--- config.mk ---
export PLATFORM = sky130hd
export DESIGN_NAME = dcsr_ctrl
export DESIGN_NICKNAME = d
export VERILOG_FILES = /design/src/rtl/core/dcsr_pkg.sv /design/src/rtl/core/dcsr_ctrl.sv
export SDC_FILE = /design/constraint.sdc
export NUM_CORES = 1
export LEC_CHECK = 0
export BUFFER_PORTS_ARGS = -buffer_cell sky130_fd_sc_hd__buf_2
export CAP_MARGIN = 15
export CORE_AREA = 2 2 39 41
export CTS_BUF_LIST = sky130_fd_sc_hd__clkbuf_2 sky130_fd_sc_hd__clkbuf_4 sky130_fd_sc_hd__clkbuf_8
export DETAILED_ROUTE_END_ITERATION = 10
export DIE_AREA = 0 0 41 43
export GPL_ROUTABILITY_DRIVEN = 0
export GPL_TIMING_DRIVEN = 0
export HOLD_SLACK_MARGIN = 0.06
export PLACE_DENSITY = 0.5
export SYNTH_ARGS = -nofsm -noshare
export SYNTH_HDL_FRONTEND = slang
export SYNTH_SLANG_ARGS = --single-unit
--- constraint.sdc ---
create_clock -name i_clk -period 3.7 [get_ports i_clk]
set_input_delay 0.74 -clock i_clk [delete_from_list [all_inputs] [get_ports i_clk]]
set_output_delay 0.74 -clock i_clk [all_outputs]
set_load 0.02 [all_outputs]
--- src/rtl/core/dcsr_pkg.sv ---
`timescale 1ns / 1ps
// ----------------------------------------------------------------------------
// dcsr_pkg
// Shared types and constants for the dot canvas shape rasterizer.
// ----------------------------------------------------------------------------
package dcsr_pkg;

    // Canvas geometry
    localparam int WIDTH  = 256;
    localparam int HEIGHT = 64;
    localparam int NPIX   = WIDTH * HEIGHT;
    localparam int CX     = WIDTH / 2;
    localparam int CY     = HEIGHT / 2;

    localparam int COL_W  = $clog2(WIDTH);
    localparam int ROW_W  = $clog2(HEIGHT);
    localparam int ADDR_W = $clog2(NPIX);

    // Field widths of a command transaction
    localparam int CMD_W   = 3;
    localparam int POS_W   = 11;
    localparam int RAD_W   = 10;
    localparam int SLOPE_W = 9;
    localparam int OFS_W   = 11;
    localparam int RROW_W  = 6;
    localparam int RCOL_W  = 8;

    // Datapath widths, sized for canvas sides up to 1024
    localparam int D_W   = 12;           // signed circle deltas and row distance
    localparam int SQ_W  = 2 * D_W;      // squared delta
    localparam int RSQ_W = 2 * RAD_W;    // squared radius
    localparam int L_W   = 11;           // signed column distance for the line
    localparam int LP_W  = 20;           // signed line product plus offset

    typedef enum logic [CMD_W-1:0] {
        CMD_CLEAR  = 3'd0,
        CMD_AXES   = 3'd1,
        CMD_CIRCLE = 3'd2,
        CMD_LINE   = 3'd3,
        CMD_READ   = 3'd4
    } t_cmd;

    typedef enum logic [2:0] {
        ST_INIT,
        ST_INIT_DRAIN,
        ST_IDLE,
        ST_SWEEP,
        ST_DRAIN,
        ST_DONE
    } t_state;

    // Controller to datapath
    typedef struct packed {
        logic load;        // latch operands of an accepted transaction
        logic rd_req;      // read one pixel at the requested place
        logic sweep_init;  // rewind the pixel counters
        logic run;         // issue one pixel into the pipeline
        logic out_load;    // place the result in the output register
    } t_dp_ctl;

    // Datapath to controller
    typedef struct packed {
        logic sweep_last;  // counters sit on the last pixel
        logic pipe_empty;  // no pixel left in flight
        logic out_free;    // output register can take a result
    } t_dp_sts;

endpackage

--- src/rtl/core/dcsr_ctrl.sv ---
`timescale 1ns / 1ps
// ----------------------------------------------------------------------------
// dcsr_ctrl
// Sequencer: reset clearing pass, command dispatch, sweep, drain and result.
// ----------------------------------------------------------------------------
module dcsr_ctrl
    import dcsr_pkg::*;
(
    input  logic             i_clk,
    input  logic             i_rst_n,
    input  logic             i_in_valid,
    input  logic [CMD_W-1:0] i_cmd,
    input  t_dp_sts          i_sts,
    output logic             o_in_stall,
    output t_dp_ctl          o_ctl
);

    t_state r_state;
    t_state n_state;

    always_ff @(posedge i_clk) begin
        if (!i_rst_n) begin
            r_state <= ST_INIT;
        end else begin
            r_state <= n_state;
        end
    end

    always_comb begin
        n_state = r_state;
        unique case (r_state)
            ST_INIT: begin
                if (i_sts.sweep_last) begin
                    n_state = ST_INIT_DRAIN;
                end
            end
            ST_INIT_DRAIN: begin
                if (i_sts.pipe_empty) begin
                    n_state = ST_IDLE;
                end
            end
            ST_IDLE: begin
                if (i_in_valid) begin
                    if (i_cmd == CMD_CLEAR || i_cmd == CMD_AXES ||
                        i_cmd == CMD_CIRCLE || i_cmd == CMD_LINE) begin
                        n_state = ST_SWEEP;
                    end else begin
                        n_state = ST_DONE;
                    end
                end
            end
            ST_SWEEP: begin
                if (i_sts.sweep_last) begin
                    n_state = ST_DRAIN;
                end
            end
            ST_DRAIN: begin
                if (i_sts.pipe_empty) begin
                    n_state = ST_DONE;
                end
            end
            ST_DONE: begin
                if (i_sts.out_free) begin
                    n_state = ST_IDLE;
                end
            end
            default: n_state = ST_INIT;
        endcase
    end

    always_comb begin
        o_ctl      = '0;
        o_in_stall = 1'b1;
        unique case (r_state)
            ST_INIT: begin
                o_ctl.run = 1'b1;
            end
            ST_INIT_DRAIN: begin
            end
            ST_IDLE: begin
                o_in_stall = 1'b0;
                if (i_in_valid) begin
                    o_ctl.load       = 1'b1;
                    o_ctl.sweep_init = 1'b1;
                    o_ctl.rd_req     = (i_cmd == CMD_READ);
                end
            end
            ST_SWEEP: begin
                o_ctl.run = 1'b1;
            end
            ST_DRAIN: begin
            end
            ST_DONE: begin
                o_ctl.out_load = i_sts.out_free;
            end
            default: begin
            end
        endcase
    end

endmodule

## After elaboration in Yosys (flattened, before gate mapping)

Cells that the tools add are included.
Widths: inputs -> output; s select.

| cells by class | value |
|---|---|
| reductions and logical operators | 7 |
| mux-type cells | 13 |
| equality and inequality tests | 15 |

Operator list:

| operator | count |
|---|---|
| $mux 3 | 9 |
| $pmux 3 s6 | 1 |
| $eq 3x2->1 const B | 4 |
| $ne 2x2->1 const B | 6 |
| $eq 3x3->1 const B | 3 |
| $eq 3x1->1 const B | 2 |
| $logic_not 3->1 | 2 |
| $reduce_and 6->1 | 1 |
| $logic_or 1x1->1 | 3 |
| $mux 1 | 3 |
| $reduce_or 2->1 | 1 |

| word-level totals | value |
|---|---|
| input port bits | 9 |
| output and inout port bits | 6 |
| word-level logic and storage cells | 36 |
| register bits after elaboration | 3 |

## Depth between registers and ports, before layout

Gate-level depths: netlist of run 1.

| depth | value |
|---|---|
| depth after elaboration | 7 |
| gate-level depth with buffers | 5 |
| depth with buffers taken out | 4 |

## Least setup slack after synthesis of run 1

Ideal clock, no wire load.

| timing path | value |
|---|---|
| path type | reg-to-output |
| start | register r_state[1] |
| end | output port o_ctl[3] (netlist name) |
| path slack | 1.412 ns |
| data required time | 2.960 ns |
| data arrival time | 1.548 ns |
| cell stages (with the launch flop) | 5 |
| buffers on the path | 1 |
| cells stage by stage | dfxtp_1 > buf_6 > or3b_4 > nor2_1 > and3_1 |

RTL lines:

| what | line | RTL |
|---|---|---|
| start, declared | dcsr_ctrl.sv:18 | `t_state r_state;` |
| start signal, assigned | dcsr_ctrl.sv:25 | `r_state <= n_state;` |
| end, declared | dcsr_ctrl.sv:15 | `output t_dp_ctl o_ctl` |

==> flow_summary.toml, run 1 <==
[die]
num_rows = 14
pin_count = 15
die_w_microns = 41
die_area_sq_um = 1760
start_util_pct = 21.4
core_sq_um = 1380
die_y_microns = 43

[placement]
pre_cts_slack_ps = 1610
portBuffers = 14
dpl.hpwl_microns = 551

[logic_synthesis]
ys_async_sr_fraction_pct = 0
ys_top_cells_by_count = "8 x nor2_1, 4 x inv_1, 3 x dfxtp_1, 3 x nor4b_1"
syn_inst = 40
yosys_register_bits = 3
ys.flop_type = "dfxtp_1"
synth.distinct_cells = 24
avgSynthCellArea_sq_um = 7.41
yosys.area.top_type_share_pct = 20.3
yosysMostFrequentCell = "nor2_1"
yosys-top-cells-area = "dfxtp_1 20%, nor2_1 10%, nor4b_1 8.9%"
synth_edf_count = 0
yosysTopAreaCell = "dfxtp_1"
ys_seq_area_share_pct = 20.3
yosysWarnings = 0
syn_nets = 49
netlist_area_sq_um = 297

[clocking]
clkSinkCount = 3
cts_hold_buf = 0
root_buffer = "clkbuf_4"
cts_tree = "done"
cts-buffers-inserted = 3
clk_pin_slew_ps = 40
clk_latency_ps = 230
cts_resized = 0
post-cts-setup-buffers = 0
htree_levels = 1
cts_buffer_depth = 2

[sta]
setup_ws_ps = 1420
hold_viol = 0
fin_crit_sh_pct = 61.7
relSlewSlack_pct = 73.6
rsz0062_at_grt = "false"
setup_tns_ps = 0
fmax_mhz = 438
min_period_ps = 2280
slew_viol_final = 0
setup_viol = 0
tightest_slew_ps = 390
worst_clock_skew_ps = 0.943

[grt]
grt_usage_pct = 9.41
grt_max_degree = 11
gr-total-overflow = 0
grtUsageMet3_pct = 4.71
grt_busiest_layer = "met2"
grt_pass1_vias = 292
grt_pass1_wl_microns = 1100
grtUsageMet2_pct = 13.1
grt.met1_usage_pct = 10.8
antenna_found_initial = 0

[setup_path]
cp-start-kind = "flip-flop"
worstPathArrival_ps = 1540
cp.required_ps = 2960
critical_path_class = "flip-flop to primary output"
crit_fanout = 9
cp-end-kind = "primary output"

[power]
power_density_nw_per_um2 = 788
vdd_drop_max_uv = 252
p_total_uw = 328
leakage_uw = 0.000203

[drt]
antenna_left = 0
wl_per_cell_microns = 9.57
drt-vias-per-instance = 4.41
drt_iter0_drc = 0
drt_pass1_iterations = 1
drc = 0
routed_wl_microns = 708
vias = 326

[layout]
nNetsFinal = 68
fill_cells = 169
regArea_sq_um = 60.1
largest_register = "r_state"
largest_reg_flops = 3
drive_gt1_share_pct = 41.4
top_regs = "r_state x3"
area_delta_synth_final_pct = 40.5
multi_input_area_sq_um = 198
diodes = 0

[outcome]
outcome = "complete, no violations"

[hold_path]
hp-class = "flip-flop to flip-flop"

[job]
cap_viol_max_count = 0
==> worst paths after layout <==
check                           slack (ps)        from          to  depth (start not counted)
worst min register to register         710  r_state[1]  r_state[1]                          4
worst max register to register        2360  r_state[1]  r_state[1]                          5
worst max-delay path                  1420  r_state[1]    o_ctl[3]                          5
worst min-delay path                   710  r_state[1]  r_state[1]                          4
==> metal layers <==
metal,vias to the layer above,part of all wire [%],routed length (microns)
li1,177,-,-
met1,138,48,340
met2,11,43,305
met3,0,8.8,62
met4,0,0,0
met5,-,0,0
==> cell usage in the layout, fill, tap and decap left out, types with 2 or more instances in the layout <==
cell type   n
a21oi_1     2
buf_2      15
clkbuf_4    4
dfxtp_1     3
inv_1       4
nand2b_1    2
nor2_1      8
nor4b_1     3
==> final cells by class <==
| class | count | share of cell area (%) |
|---|---|---|
| Multi-Input combinational cell | 30 | 47.4 |
| Inverter | 4 | 3.60 |
| Sequential cell | 3 | 14.4 |
| Timing Repair Buffer | 14 | 16.8 |
| Clock buffer | 4 | 7.21 |
| Buffer | 3 | 5.71 |
| Tap cell | 16 | 4.80 |
==> critical path, cell delays in order (launching register included) <==
cell	delay, ps
dfxtp_1	320
buf_6	130
or3b_4	400
nor2_1	150
and3_1	170
buf_2	150
==> through the flow <==
stage / util, % / cells / hold slack [ps] / area, sq um
after floorplan: - / 40 / 661 / 297
after global placement: 27.9 / 70 / 703 / 387
after detailed placement: 27.9 / 70 / 706 / 387
after CTS: 30.1 / 74 / 714 / 417
after global routing: 30.1 / 74 / 718 / 417
final: 30.1 / 74 / 706 / 417
==> cells by family (layout without fill, tap and decap cells) <==
kind of cell	after synthesis	count (layout)	share of synthesized area, %
AO/OA/AOI/OAI	9	9	24.5
XOR/XNOR	1	1	2.95
buffers and inverters	7	25	13.1
flip-flops	3	3	20.3
AND/OR/NAND/NOR	20	20	39.2
==> power by group <==
group	internal, uW	switching (uW)
Sequential	46.2	11.8
Combinational	93.0	113
Clock	47.7	16.3
Power figures use the tool's default switching activity.
==> run 2, diff against run 1 <==
PLACE_DENSITY = 0.52   (was 0.5)
clock period = 1.95 ns   (was 3.7 ns; I/O delays follow)
==> flow_summary.toml, run 2 (same netlist as run 1, synthesis figures left out) <==
[placement]
place_area_sq_um = 387
pre_cts_slack_ps = 266
portBuffers = 14
dpl.hpwl_microns = 534
place_inst = 70

[die]
pin_count = 15
num_rows = 14
die_w_microns = 41
core_sq_um = 1380
start_util_pct = 21.4
die_area_sq_um = 1760
die_y_microns = 43

[layout]
largest_reg_flops = 3
fin_area_sq_um = 442
largest_register = "r_state"
multi_input_area_sq_um = 205
nNetsFinal = 70
instances_no_fill = 76
fill_cells = 169
final_cell_mix = "14 x buf_2, 7 x nor2_1, 4 x inv_1, 4 x buf_4, 4 x clkbuf_4"
regArea_sq_um = 60.1
drive_gt1_share_pct = 45.0
top_regs = "r_state x3"
mostFrequentLayoutCell = "buf_2"
area_delta_synth_final_pct = 48.9
diodes = 0

[power]
power_density_nw_per_um2 = 1510
intPower_uw = 379
p_total_uw = 665
clock_power_share_pct = 19.1
power.switching_uw = 286
vdd_drop_max_uv = 441
combPwrFrac_pct = 64.4
pwr-share-seq_pct = 16.6
switching_share_pct = 43.0
leakage_uw = 0.000214

[clocking]
clk_pin_slew_ps = 30
root_buffer = "clkbuf_4"
cts_buffer_depth = 2
clk_latency_ps = 240
htree_levels = 1
cts-buffers-inserted = 3
cts_tree = "done"
clkSinkCount = 3

[sta]
relSlewSlack_pct = 73.5
min_period_ps = 1850
setup_ws_ps = 99.4
fin_crit_sh_pct = 94.9
hold_viol = 0
tightest_slew_ps = 393
fmax_mhz = 540
worst_clock_skew_ps = 4.55
setup_tns_ps = 0
rsz0062_at_grt = "false"
slew_viol_final = 0
setup_viol = 0

[grt]
grt_max_degree = 11
grt_pass1_wl_microns = 1030
grt_pass1_vias = 275
gr-total-overflow = 0
grt_usage_pct = 9.11
antenna_found_initial = 0

[setup_path]
crit_end = "o_ctl[3]"
r2r_slack_ps = 580
max_stage_delay_ps = 460
slowest_stage = "or3b_4"
cp-end-kind = "primary output"
r2r_cells = 6
path_cells = "or3b_4 -> nor2_4 -> and3_1 -> buf_4"
r2r_start = "r_state[1]"
crit_fanout = 8
critical_path_class = "flip-flop to primary output"
cp-start-kind = "flip-flop"
cp.required_ps = 1560
worstPathArrival_ps = 1460
r2r-end = "r_state[0]"
cp-startpoint = "r_state[2]"

[drt]
routed_wl_microns = 759
drt_pass1_iterations = 2
antenna_left = 0
drc = 0
vias = 346
drt_iter0_drc = 4
drt-vias-per-instance = 4.55
wl_per_cell_microns = 9.99

[outcome]
outcome = "complete, no violations"

[job]
cap_viol_max_count = 0

[hold_path]
hp-class = "primary input to flip-flop"
[run 2: worst max-delay path: cells and delay by family (launching register included)]
family                 cells  cell delay (ps)
and+or+nand+nor            3              720
DFF                        1              370
buffers and inverters      1              130
[run 2: power by group through the flow]
stage	clock (uW)	combinational (uW)	sequential, uW
3_3_place_gp	0	392	110
5_1_grt	138	473	114
3_5_place_dp	0	394	111
2_1_floorplan	0	309	104
4_1_cts	129	395	110
6_report	127	428	110
[run 2: worst min-delay path by stage]
stage,startpoint,end,depth (start not counted)
final,i_rst_n,r_state[2],2
after detailed placement,i_rst_n,r_state[2],2
after CTS,i_rst_n,r_state[2],2
after floorplan,i_rst_n,r_state[2],1
after global routing,i_rst_n,r_state[2],2
after global placement,i_rst_n,r_state[2],2
[run 2: what timing repair did]
item / in CTS / in global routing
setup endpoints to repair: 0 / 2
setup buffers: 0 / 2
hold buffers: 0 / 0
resized for setup: 0 / 3
[run 2: layout make-up]
cell class                 count  area share (%)
timing repair buffer          16            19.8
clock buffer                   4            6.80
sequential                     3            13.6
inverter                       4            3.40
buffer                         3            5.38
tap                           16            4.53
multi-input combinational     30            46.5
[run 2: per-stage QoR]
stage               utilization (%)  hold WS (ps)
finish                         31.9           370
CTS                            30.1           371
global route                   31.9           371
global placement               27.9           608
floorplan                         -           508
detailed placement             27.9           615
[run 2: per-layer routing]
layer	vias up	part of all wire [%]	track usage (%)
li1	183	-	-
met1	145	45	9.55
met2	14	43	12.5
met3	4	8.7	4.71
met4	0	3.8	8.00
met5	-	0	0
